[src/hw/rtl/gammatone_baseband_cascade_filter_macros.svh]
// Assertion macros used by the filter RTL
`ifndef GAMMATONE_BASEBAND_CASCADE_FILTER_MACROS_SVH
`define GAMMATONE_BASEBAND_CASCADE_FILTER_MACROS_SVH

// assert that a condition implies another in the same cycle
`define GBC_ASSERT_IMPLY(label, clk, rst_n, a, b) \
    label: assert property (@(posedge clk) disable iff (!rst_n) (a) |-> (b)) \
        else $error("assertion failed");

// assert that a condition implies another in the next cycle
`define GBC_ASSERT_NEXT(label, clk, rst_n, a, b) \
    label: assert property (@(posedge clk) disable iff (!rst_n) (a) |=> (b)) \
        else $error("assertion failed");

`endif

[src/hw/rtl/gbc_pkg.sv]
// ----------------------------------------------------------------------------
// gbc_pkg
// Constants, types and the sine/cosine lookup function of the gammatone filter.
// ----------------------------------------------------------------------------
package gbc_pkg;

    localparam int STAGES      = 4;
    localparam int STATE_W     = 24;
    localparam int PHASE_W     = 24;
    localparam int TABLE_DEPTH = 1024;
    localparam int TABLE_AW    = $clog2(TABLE_DEPTH);
    localparam int SAMPLE_W    = 16;
    localparam int COEF_W      = 16;
    localparam int OUT_W       = 24;
    localparam int TRIG_W      = 16;
    localparam int CFG_IDX_W   = 1;
    localparam int STAGE_AW    = (STAGES > 1) ? $clog2(STAGES) : 1;
    // product width for state * coefficient or state * trig
    localparam int PROD_W      = STATE_W + 1 + COEF_W + 1;

    localparam logic [CFG_IDX_W-1:0] REG_SMOOTHING = 1'b0;
    localparam logic [CFG_IDX_W-1:0] REG_PHASE_STEP = 1'b1;

    typedef enum logic [2:0] {
        ST_IDLE,
        ST_MIX_RE,
        ST_MIX_IM,
        ST_STAGE_RE,
        ST_STAGE_IM,
        ST_OUT_A,
        ST_OUT_B,
        ST_DONE
    } state_t;

    typedef logic signed [TRIG_W-1:0] trig_t;

    typedef struct packed {
        logic                       start;
        logic signed [STATE_W:0]    mcand;
        logic signed [COEF_W:0]     mplier;
    } mul_req_t;

    typedef struct packed {
        logic                       done;
        logic signed [PROD_W-1:0]   prod;
    } mul_rsp_t;

    function automatic logic signed [31:0] quarter_sine(input longint x);
        longint x2;
        longint t;
        longint r;
        x2 = (x * x) >>> 16;
        t = 64'sd4858603;
        t = 64'sd85569278 - ((t * x2) >>> 16);
        t = 64'sd693598564 - ((t * x2) >>> 16);
        t = 64'sd1686629713 - ((t * x2) >>> 16);
        r = (t * x) >>> 16;
        r = (r + 16384) >>> 15;
        if (r > 32767) r = 32767;
        if (r < 0) r = 0;
        return 32'(r);
    endfunction

    // sin when want_cos is 0, cos otherwise
    function automatic trig_t trig_lookup(input logic [TABLE_AW-1:0] j, input logic want_cos);
        longint q;
        longint x;
        logic signed [31:0] a;
        logic signed [31:0] b;
        logic signed [31:0] s;
        logic signed [31:0] c;
        q = (longint'(j) * 4) / TABLE_DEPTH;
        x = ((longint'(j) * 4 - q * TABLE_DEPTH) * 65536) / TABLE_DEPTH;
        a = quarter_sine(x);
        b = quarter_sine(65536 - x);
        unique case (q[1:0])
            2'd0:    begin s = a;  c = b;  end
            2'd1:    begin s = b;  c = -a; end
            2'd2:    begin s = -a; c = -b; end
            default: begin s = -b; c = a;  end
        endcase
        return want_cos ? trig_t'(c) : trig_t'(s);
    endfunction

endpackage

[src/hw/rtl/gbc_serial_mul.sv]
// ----------------------------------------------------------------------------
// gbc_serial_mul
// Shift-add signed multiplier, one multiplier bit per cycle.
// ----------------------------------------------------------------------------
module gbc_serial_mul (
    input  logic              clk,
    input  logic              rst_n,
    input  gbc_pkg::mul_req_t req,
    output gbc_pkg::mul_rsp_t rsp
);
    import gbc_pkg::*;

    localparam int NB = COEF_W + 1;
    localparam int CW = $clog2(NB + 1);

    logic signed [PROD_W-1:0] acc_reg, acc_next;
    logic signed [PROD_W-1:0] mcand_reg, mcand_next;
    logic [NB-1:0]            mplier_reg, mplier_next;
    logic [CW-1:0]            count_reg, count_next;
    logic                     busy_reg, busy_next;
    logic                     done_reg, done_next;
    logic signed [PROD_W-1:0] addend;

    always_comb
    begin
        acc_next    = acc_reg;
        mcand_next  = mcand_reg;
        mplier_next = mplier_reg;
        count_next  = count_reg;
        busy_next   = busy_reg;
        done_next   = 1'b0;
        addend      = '0;
        if (req.start)
        begin
            acc_next    = '0;
            mcand_next  = PROD_W'(req.mcand);
            mplier_next = req.mplier;
            count_next  = '0;
            busy_next   = 1'b1;
        end
        else if (busy_reg)
        begin
            // the top multiplier bit carries negative weight
            if (mplier_reg[0])
                addend = (count_reg == CW'(NB - 1)) ? -mcand_reg : mcand_reg;
            acc_next    = acc_reg + addend;
            mcand_next  = mcand_reg <<< 1;
            mplier_next = mplier_reg >> 1;
            count_next  = count_reg + 1'b1;
            if (count_reg == CW'(NB - 1))
            begin
                busy_next = 1'b0;
                done_next = 1'b1;
            end
        end
    end

    always_ff @(posedge clk or negedge rst_n)
    begin
        if (!rst_n)
        begin
            busy_reg  <= 1'b0;
            done_reg  <= 1'b0;
            count_reg <= '0;
        end
        else
        begin
            busy_reg  <= busy_next;
            done_reg  <= done_next;
            count_reg <= count_next;
        end
    end

    always_ff @(posedge clk)
    begin
        acc_reg    <= acc_next;
        mcand_reg  <= mcand_next;
        mplier_reg <= mplier_next;
    end

    assign rsp.done = done_reg;
    assign rsp.prod = acc_reg;

endmodule

[config.mk]
export PLATFORM = sky130hd
export DESIGN_NAME = gbc_serial_mul
export DESIGN_NICKNAME = d
export VERILOG_FILES = /design/src/hw/rtl/gammatone_baseband_cascade_filter_macros.svh /design/src/hw/rtl/gbc_pkg.sv /design/src/hw/rtl/gbc_serial_mul.sv
export SDC_FILE = /design/constraint.sdc
export NUM_CORES = 1
export LEC_CHECK = 0
export ABC_CLOCK_PERIOD_IN_PS = 6900
export BUFFER_PORTS_ARGS = -buffer_cell sky130_fd_sc_hd__buf_2
export CAP_MARGIN = 10
export CORE_ASPECT_RATIO = 0.7
export CORE_MARGIN = 3
export CORE_UTILIZATION = 29
export CTS_CLUSTER_SIZE = 25
export DETAILED_ROUTE_END_ITERATION = 16
export PLACE_DENSITY = 0.56
export SLEW_MARGIN = 20
export SYNTH_ARGS = -nofsm -noshare
export SYNTH_HDL_FRONTEND = slang
export SYNTH_SLANG_ARGS = --single-unit
[constraint.sdc]
create_clock -name clk -period 6.9 [get_ports clk]
set_input_delay 1.035 -clock clk [delete_from_list [all_inputs] [get_ports clk]]
set_output_delay 1.035 -clock clk [all_outputs]
set_load 0.01 [all_outputs]
==> metrics.csv, run 1 <==
metric,value,unit
status,"complete, no violations",
via count,6080,
unrepaired setup endpoints after global routing,no,
number of violations reported at the end of detailed-routing iteration 0,363,
portion of total power attributed to the clock network,0.231,
core outline area,25100,sq um
Static Leakage,3.63,nW
synthesized flop and latch total,108,
top-level port count,88,
total grt overflow,0,
utilization after layout,0.341,
Critical Path RT,7150,ps
drt wl/cell,16.1,microns
non-filler instance count after layout,1225,
DRC,0,
all-layer global routing usage,0.143,
met3 Usage GRT,0.0416,
library cell with the largest summed area after synthesis,edfxtp_1,
timing-limited maximum frequency,208,MHz
total internal power,1.39,mW
clock edge transition at the registers on the reported setup and hold paths,80,ps
"Cell Area, Placed",8270,sq um
prevailing post-synth register cell,edfxtp_1,
Post-Synth XOR/XNOR Area,0.0815,
largest net degree at the start of global routing,68,
starting density of the core,0.300,
weighted congestion reported at the end of routability-driven placement,0.835,
clock buffers created by TritonCTS,9,
compound-cell area share of the yosys netlist,0.185,
Worst-Skew Late Latency,360,ps
num rows,48,
Clock Path Buffers,2,
largest family of logic cells by synthesized area,compound AO/OA/AOI/OAI gates,
power density over cell area,259,nW/um^2
width of the chip,199,microns
clock root buffer,clkbuf_16,
multiplexer area fraction after synthesis,0.0805,
fin crit share,0.698,
portion of synthesized cell area occupied by the leading cell type,0.235,
Total Negative Setup Slacks,0,ps
number of antenna violations at the first check in global routing,7,
setup slack after placement,2110,ps
length of the first detailed-routing pass in iterations,6,
Cells after Synth,827,
max-slew violation count,0,
clk sinks,108,
simple-gate share of the synthesized area,0.165,
relative max-transition margin,0.473,
FILL cells,2618,
total power consumption of the routed design,2.21,mW
Worst setup SP type,flip-flop,
worst reg2reg path startpoint,mcand_reg[3],
fin area,8560,sq um
CTS Hold Buffers Added,0,
final hold vios,0,
clock tree skew after final layout,12.3,ps
Area contributors post-synth,"edfxtp_1 24%, dfxtp_1 11%, ha_1 7.3%",
Switching Fraction,0.374,
TritonCTS clock tree,yes,
setup repair bufs after CTS,0,
met1 GRT Util,0.230,
Logic pwr share,0.365,
Reg power frac,0.405,
number of port buffers,87,
Setup Viol. Count Final,0,
placed cell count,1207,
Worst setup EP type,flip-flop,
hold crit path type,primary input to asynchronous set/reset pin,
"critical path fanouts, max",6,
DR vias/cell,4.96,
DIE AREA,28000,sq um
Hold WS,487,ps
Routed Wire Length,19700,microns
fraction of layout instances using a drive strength above 1,0.187,
estimated wirelength of the detail-placed design,15200,microns
Syn Area/Cell,9.10,sq um
shortest clock period the worst path allows after layout,4820,ps
Yosys warnings,0,
launching element of the worst setup path,mcand_reg[3],
"Distinct cells, synth",73,
Worst Max-Slew Pin Slew,788,ps
Final nets,983,
GRT busiest layer,met1,
net count after synthesis,917,
H-tree depth reported by CTS,3,
least setup slack across all paths after layout,2080,ps
Post-synth EDFFs,59,
share of flip-flops with an asynchronous set or reset after synthesis,0.0648,
Netlist Area Pre-Place,7530,sq um
sequential fraction of the synthesis area,0.370,
first-pass GRT wire length,32100,microns
Post-DRT Antenna Nets,0,
max_cap viols,0,
met2 Resource Use GR,0.185,
"Area growth, synth to finish",13.7,%
net switching power figure,0.827,mW
height of the chip,141,microns
vias in the first global route,5689,
cells resized by post-CTS repair,0,
peak ir drop on the vdd network,0.121,mV
post-synthesis adder-cell area fraction,0.0758,
critical path start-end classification,flip-flop to flip-flop,
arrival time worst endpoint,5070,ps
[critical path, cell delays in order (launching register included)]
cell and delay [ps]:
edfxtp_1 460, or3_4 440, nor4_4 340, and4_1 350, nand2_1 120, nor3_1 300, and3_1 240, or3_1 110
a21oi_1 100, ha_1 410, and3_1 240, and4_1 290, inv_1 70, nor2_1 100, nand4_1 120, o221a_2 260
nor3_2 190, mux2i_1 220, mux2_2 340
[power groups by stage]
stage / Sequential, mW / Combinational, mW / Clock [mW]
after floorplan: 0.906 / 0.563 / 0
after global placement: 0.910 / 0.796 / 0
after detailed placement: 0.911 / 0.801 / 0
after CTS: 0.897 / 0.805 / 0.531
after global routing: 0.913 / 0.900 / 0.554
final: 0.896 / 0.807 / 0.511
[layer usage]
metal,part of all wire,vias up
li1,-,3134
met5,0.0022,-
met4,0.0099,10
met3,0.067,23
met1,0.55,2768
met2,0.37,145
[cells in the final DEF (no fill, tap or decap), drive strengths merged, types with 4 or more instances in the layout]
cell type  count
o31ai          9
a31oi         10
nand2         60
or3           12
o21a           8
o21ai         66
a211oi         4
xnor2         45
nor2b          8
a21o          13
dfrtp          7
dfxtp         42
o211ai         5
o2111ai        4
and2           5
inv           46
o21bai         6
clkbuf         9
ha            44
mux2i         20
and3          10
a21oi         59
nor2          92
nand4          8
nand2b         7
xor2          25
buf           94
edfxtp        59
nor3          17
nor4           5
nand3         15
or4            4
mux2          36
[cells in the mapped netlist, drive strengths merged, types with 9 or more instances]
cell type and count:
a21o 13, a21oi 59, a31oi 10, and3 10, buf 13, clkbuf 26, dfxtp 42, edfxtp 59
ha 44, inv 42, mux2 36, mux2i 20, nand2 60, nand3 15, nor2 92, nor3 17
o21ai 66, o31ai 9, or3 12, xnor2 45, xor2 25
[worst paths after layout]
kind | to | slack, ps | cells after the start
worst min register to register | acc_reg[28] | 500 | 2
min in group clk | acc_reg[28] | 500 | 2
worst min-delay path | done_reg | 490 | 1
worst max register to register | acc_reg[41] | 2080 | 18
max in group asynchronous | count_reg[1] | 6250 | 1
worst max-delay path | acc_reg[41] | 2080 | 18
[area by class of cell]
| type | count | area, sq um | share of cell area |
|---|---|---|---|
| clock buffer | 9 | 225 | 0.0263 |
| multi-input combinational | 638 | 4430 | 0.517 |
| antenna | 2 | 5.00 | 0.000585 |
| timing repair buffer | 94 | 490 | 0.0573 |
| tap | 325 | 407 | 0.0475 |
| inverter | 42 | 158 | 0.0184 |
| sequential | 108 | 2790 | 0.326 |
| clock inverter | 7 | 57.6 | 0.00673 |
[kinds of logic after synthesis]
group | count (synthesis)
muxes | 56
adders and majority gates | 45
AOI/OAI and AO/OA | 214
buffers and inverters | 81
xor gates and xnor gates | 70
and+or+nand+nor | 253
DFF | 108
Note: power is estimated with default switching activity, not from simulation.
==> run 2, diff against run 1 <==
--- a/config.mk
+++ b/config.mk
@@ -5,7 +5,7 @@
 export SDC_FILE = /design/constraint.sdc
 export NUM_CORES = 1
 export LEC_CHECK = 0
-export ABC_CLOCK_PERIOD_IN_PS = 6900
+export ABC_CLOCK_PERIOD_IN_PS = 4600
 export BUFFER_PORTS_ARGS = -buffer_cell sky130_fd_sc_hd__buf_2
 export CAP_MARGIN = 10
 export CORE_ASPECT_RATIO = 0.7
==> constraint.sdc (replaced) <==
create_clock -name clk -period 4.6 [get_ports clk]
set_input_delay 0.69 -clock clk [delete_from_list [all_inputs] [get_ports clk]]
set_output_delay 0.69 -clock clk [all_outputs]
set_load 0.01 [all_outputs]
==> run 2 against run 1 <==
Net effect:
- clock power is 62% higher
- die area unchanged
- combinational power increased by 61%
- routed wire length grew 2.5%
- maximum frequency is 9.3% higher
- highest routed layer unchanged
- via count is 1.8% higher
- critical path depth shrank 2
- largest cell class unchanged
- cell count up 2.0%
- non-clock buffer count up 25
==> metrics.csv, run 2 (synthesized netlist as in run 1, its figures left out) <==
metric,value,unit
minimum setup slack among reg-to-reg paths,190,ps
clock tree skew after final layout,12.3,ps
number of violations reported at the end of detailed-routing iteration 0,457,
"Cell Area, Placed",8430,sq um
GRT busiest layer,met1,
hold crit path type,primary input to asynchronous set/reset pin,
DIE AREA,28000,sq um
net switching power figure,1.28,mW
Routed Wire Length,20200,microns
fin area,8840,sq um
critical path start-end classification,flip-flop to flip-flop,
power density over cell area,392,nW/um^2
via count,6191,
clk sinks,108,
footprint of the flip-flops and latches,2790,sq um
DR vias/cell,4.96,
met1 GRT Util,0.234,
total area of multi-input combinational cells,4500,sq um
most frequent cells in the layout,"90 x nor2_1, 86 x buf_2, 63 x o21ai_0",
Worst-Skew Late Latency,370,ps
width of the chip,199,microns
worst-case reg-to-reg path depth,16,
met2 Resource Use GR,0.183,
starting density of the core,0.300,
"critical path fanouts, max",4,
least setup slack across all paths after layout,193,ps
unrepaired setup endpoints after global routing,yes,
number of antenna violations at the first check in global routing,4,
H-tree depth reported by CTS,3,
DRC,0,
Post-DRT Antenna Nets,0,
drt wl/cell,16.2,microns
worst r2r dst,acc_reg[41],
total grt overflow,0,
Final nets,1008,
Static Leakage,3.77,nW
top-level port count,88,
clock root buffer,clkbuf_16,
clock buffers created by TritonCTS,9,
Logic pwr share,0.374,
Setup Viol. Count Final,0,
Critical Path RT,4860,ps
fin crit share,0.958,
TritonCTS clock tree,yes,
capture point of the worst path,acc_reg[41],
shortest clock period the worst path allows after layout,4410,ps
weighted congestion reported at the end of routability-driven placement,0.915,
timing-limited maximum frequency,227,MHz
Worst Max-Slew Pin Slew,874,ps
max-slew violation count,0,
launching element of the worst setup path,mcand_reg[24],
portion of total power attributed to the clock network,0.239,
height of the chip,141,microns
Clock Path Buffers,2,
vias in the first global route,5726,
num rows,48,
number of port buffers,87,
max_cap viols,0,
fraction of layout instances using a drive strength above 1,0.224,
core outline area,25100,sq um
arrival time worst endpoint,4660,ps
status,"complete, no violations",
worst reg2reg path startpoint,mcand_reg[24],
estimated wirelength of the detail-placed design,15600,microns
relative max-transition margin,0.416,
all-layer global routing usage,0.145,
"Area growth, synth to finish",17.5,%
Reg power frac,0.387,
first-pass GRT wire length,32200,microns
peak ir drop on the vdd network,0.183,mV
final hold vios,0,
"leading cell type in the layout, fill and taps excluded",nor2_1,
Switching Fraction,0.370,
largest net degree at the start of global routing,61,
clock edge transition at the registers on the reported setup and hold paths,80,ps
Worst setup SP type,flip-flop,
length of the first detailed-routing pass in iterations,5,
FILL cells,2606,
setup slack after placement,165,ps
Worst setup EP type,flip-flop,
total internal power,2.18,mW
met3 Usage GRT,0.0463,
## run 2: how the worst min path moves through the flow
stage                 from           end  slack, ps  depth (start not counted)
4_1_cts              rst_n  count_reg[3]        140                          1
6_report             rst_n  count_reg[3]        150                          1
3_3_place_gp   acc_reg[28]   acc_reg[28]        480                          2
5_1_grt              rst_n  count_reg[1]        140                          1
2_1_floorplan        rst_n      busy_reg        390                          0
3_5_place_dp   acc_reg[28]   acc_reg[28]        490                          2
## run 2: per-stage QoR
stage	power, mW	TNS, ps	instances	util	hold slack, ps
after detailed placement	2.61	0	1228	0.336	486
after CTS	3.46	0	1244	0.348	136
after floorplan	2.20	0	827	-	394
final	3.47	0	1249	0.352	148
after global placement	2.61	0	1228	0.336	476
after global routing	3.70	-31.3	1248	0.352	143
## run 2: power by group through the flow
| stage | combinational, mW | clock [mW] | sequential [mW] |
|---|---|---|---|
| after global routing | 1.44 | 0.892 | 1.37 |
| after detailed placement | 1.25 | 0 | 1.36 |
| after global placement | 1.25 | 0 | 1.36 |
| final | 1.30 | 0.827 | 1.34 |
| after floorplan | 0.845 | 0 | 1.36 |
| after CTS | 1.26 | 0.856 | 1.34 |
## run 2: final cells by class
type | count | area share
antenna | 1 | 0.000283
clock buffer | 9 | 0.0255
clock inverter | 7 | 0.00934
inverter | 42 | 0.0178
multi-input combinational | 638 | 0.509
sequential | 108 | 0.315
tap | 325 | 0.0460
timing repair buffer | 119 | 0.0767
## run 2: repair_timing
action | CTS | global route
hold buffers | 0 | 0
buffers inserted | 0 | 4
gates resized for setup | 0 | 19
endpoints found under the setup margin | 0 | 6
## run 2: worst max-delay path, stage by stage (launching register included)
cell and delay [ps]:
edfxtp_1 420, or3_1 390, or4_4 440, or3_1 380, o41a_1 420, xnor2_1 150, nor2_1 80, ha_1 320
and3_4 210, and4_4 260, inv_1 40, nor2_1 90, nand4_1 110, o221a_2 250, nor3_2 190, mux2i_1 220
mux2_2 340
## run 2: layer usage
layer | wire [microns] | vias to the layer above
li1 | - | 3174
met3 | 1430 | 26
met2 | 7310 | 161
met1 | 11200 | 2822
met5 | 46 | -
met4 | 235 | 8
==> run 3, diff against run 2 <==
--- a/config.mk
+++ b/config.mk
@@ -11,9 +11,11 @@
 export CORE_ASPECT_RATIO = 0.7
 export CORE_MARGIN = 3
 export CORE_UTILIZATION = 29
+export CTS_CLUSTER_DIAMETER = 50
 export CTS_CLUSTER_SIZE = 25
 export DETAILED_ROUTE_END_ITERATION = 16
 export PLACE_DENSITY = 0.56
+export REMOVE_ABC_BUFFERS = 1
 export SLEW_MARGIN = 20
 export SYNTH_ARGS = -nofsm -noshare
 export SYNTH_HDL_FRONTEND = slang
==> run 3 against run 2 <==
Net effect:
- utilization down 0.25 points
- sequential share of layout area up 0.23 points
- global-route usage about the same
- combinational power about the same
- sequential cell count unchanged
- first-iteration DRC count down 18%
- maximum frequency up 0.69%
- worst hold slack worse by 3.7 ps
- non-clock buffer count down 6
- die area unchanged
- cell count down 0.40%
- clock power down 8.1%
==> metrics.csv, run 3 (synthesized netlist as in run 1, its figures left out) <==
metric,value,unit
status,"complete, no violations",
max_cap viols,0,
vias in the first global route,5885,
number of antenna violations at the first check in global routing,4,
DIE AREA,28000,sq um
minimum setup slack among reg-to-reg paths,220,ps
shortest clock period the worst path allows after layout,4380,ps
height of the chip,141,microns
total power consumption of the routed design,3.39,mW
number of violations reported at the end of detailed-routing iteration 0,377,
clock buffers created by TritonCTS,9,
largest net degree at the start of global routing,57,
first-pass GRT wire length,32500,microns
width of the chip,199,microns
Routed Wire Length,20200,microns
Static Leakage,3.73,nW
Worst setup EP type,flip-flop,
DRC,0,
timing-limited maximum frequency,229,MHz
via count,6227,
Setup Viol. Count Final,0,
clock tree skew after final layout,13.6,ps
"Area growth, synth to finish",16.7,%
Final nets,1002,
worst reg2reg path startpoint,mcand_reg[24],
FILL cells,2596,
max-slew violation count,0,
"Cell Area, Placed",8390,sq um
fin area,8780,sq um
Post-DRT Antenna Nets,0,
worst-case reg-to-reg path depth,16,
starting density of the core,0.300,
weighted congestion reported at the end of routability-driven placement,0.925,
estimated wirelength of the detail-placed design,15700,microns
number of port buffers,87,
core outline area,25100,sq um
all-layer global routing usage,0.146,
fin crit share,0.951,
Critical Path RT,4860,ps
length of the first detailed-routing pass in iterations,5,
"critical path fanouts, max",7,
final hold vios,0,
Total Negative Setup Slacks,0,ps
clk sinks,108,
clock edge transition at the registers on the reported setup and hold paths,80,ps
drt wl/cell,16.3,microns
Worst Max-Slew Pin Slew,782,ps
Worst setup SP type,flip-flop,
Worst-Skew Late Latency,360,ps
"leading cell type in the layout, fill and taps excluded",nor2_1,
top-level port count,88,
setup slack after placement,183,ps
H-tree depth reported by CTS,3,
worst r2r dst,acc_reg[41],
Hold WS,145,ps
CTS Hold Buffers Added,0,
critical path start-end classification,flip-flop to flip-flop,
peak ir drop on the vdd network,0.148,mV
clock root buffer,clkbuf_16,
power density over cell area,386,nW/um^2
fraction of layout instances using a drive strength above 1,0.216,
total grt overflow,0,
arrival time worst endpoint,4640,ps
DR vias/cell,5.01,
least setup slack across all paths after layout,224,ps
relative max-transition margin,0.478,
num rows,48,
TritonCTS clock tree,yes,
Clock Path Buffers,2,
most frequent cells in the layout,"91 x nor2_1, 86 x buf_2, 64 x o21ai_0",
hold crit path type,primary input to asynchronous set/reset pin,
-- run 3: changes by cell type in the layout (fill, tap and decap cells not counted), moves of 2 or more --
cell      delta
buf_4        -6
clkinv_4     +3
nor3_2       -2
nor3_4       +2
o21ai_1      -2
-- run 3: area by class of cell --
type / instances / area (sq um) / share of cell area
clock inverter: 6 / 50.0 / 0.00570
multi-input combinational: 638 / 4510 / 0.514
timing repair buffer: 113 / 633 / 0.0721
inverter: 42 / 158 / 0.0180
tap: 325 / 407 / 0.0463
antenna: 2 / 5.00 / 0.000570
sequential: 108 / 2790 / 0.317
clock buffer: 10 / 229 / 0.0261
-- run 3: stage by stage --
stage,std cells,utilization
after floorplan,788,-
after global placement,1223,0.334
after detailed placement,1223,0.334
after CTS,1239,0.345
after global routing,1243,0.350
final,1244,0.350
-- run 3: worst max-delay path, stage by stage (launching register included) --
cell and delay, ps:
edfxtp_1 420, or3_1 380, or4_4 440, or3_1 390
o41a_1 370, a21oi_2 140, xnor2_1 150, nor2_1 90
ha_1 290, buf_4 150, nand2_1 80, o41ai_2 410
nor3_1 80, o221a_2 140, nor3_2 190, mux2i_1 220
mux2_2 340
-- run 3: power breakdown --
part	switching (mW)	total [mW]	internal, mW
logic	0.725	1.29	0.562
clock network	0.385	0.760	0.375
registers	0.159	1.34	1.18
total	1.27	3.39	2.12
-- run 3: per-layer routing --
metal | track usage | wire length [microns]
met2 | 0.198 | 7820
met5 | 0 | 23
met4 | 0.0329 | 264
met3 | 0.0406 | 1330
met1 | 0.226 | 10800
-- run 3: timing repair --
action,4_1_cts,5_1_grt
buffers inserted,0,3
endpoints found under the hold margin,0,0
resized for setup,0,18
endpoints found under the setup margin,0,5
-- run 3: worst max-delay path by stage --
stage,slack [ps],start,to
floorplan,-170,count_reg[0],acc_reg[41]
global placement,220,mcand_reg[5],acc_reg[41]
detailed placement,180,mcand_reg[24],acc_reg[41]
CTS,150,mcand_reg[24],acc_reg[41]
global route,-20,mcand_reg[24],acc_reg[41]
finish,220,mcand_reg[24],acc_reg[41]
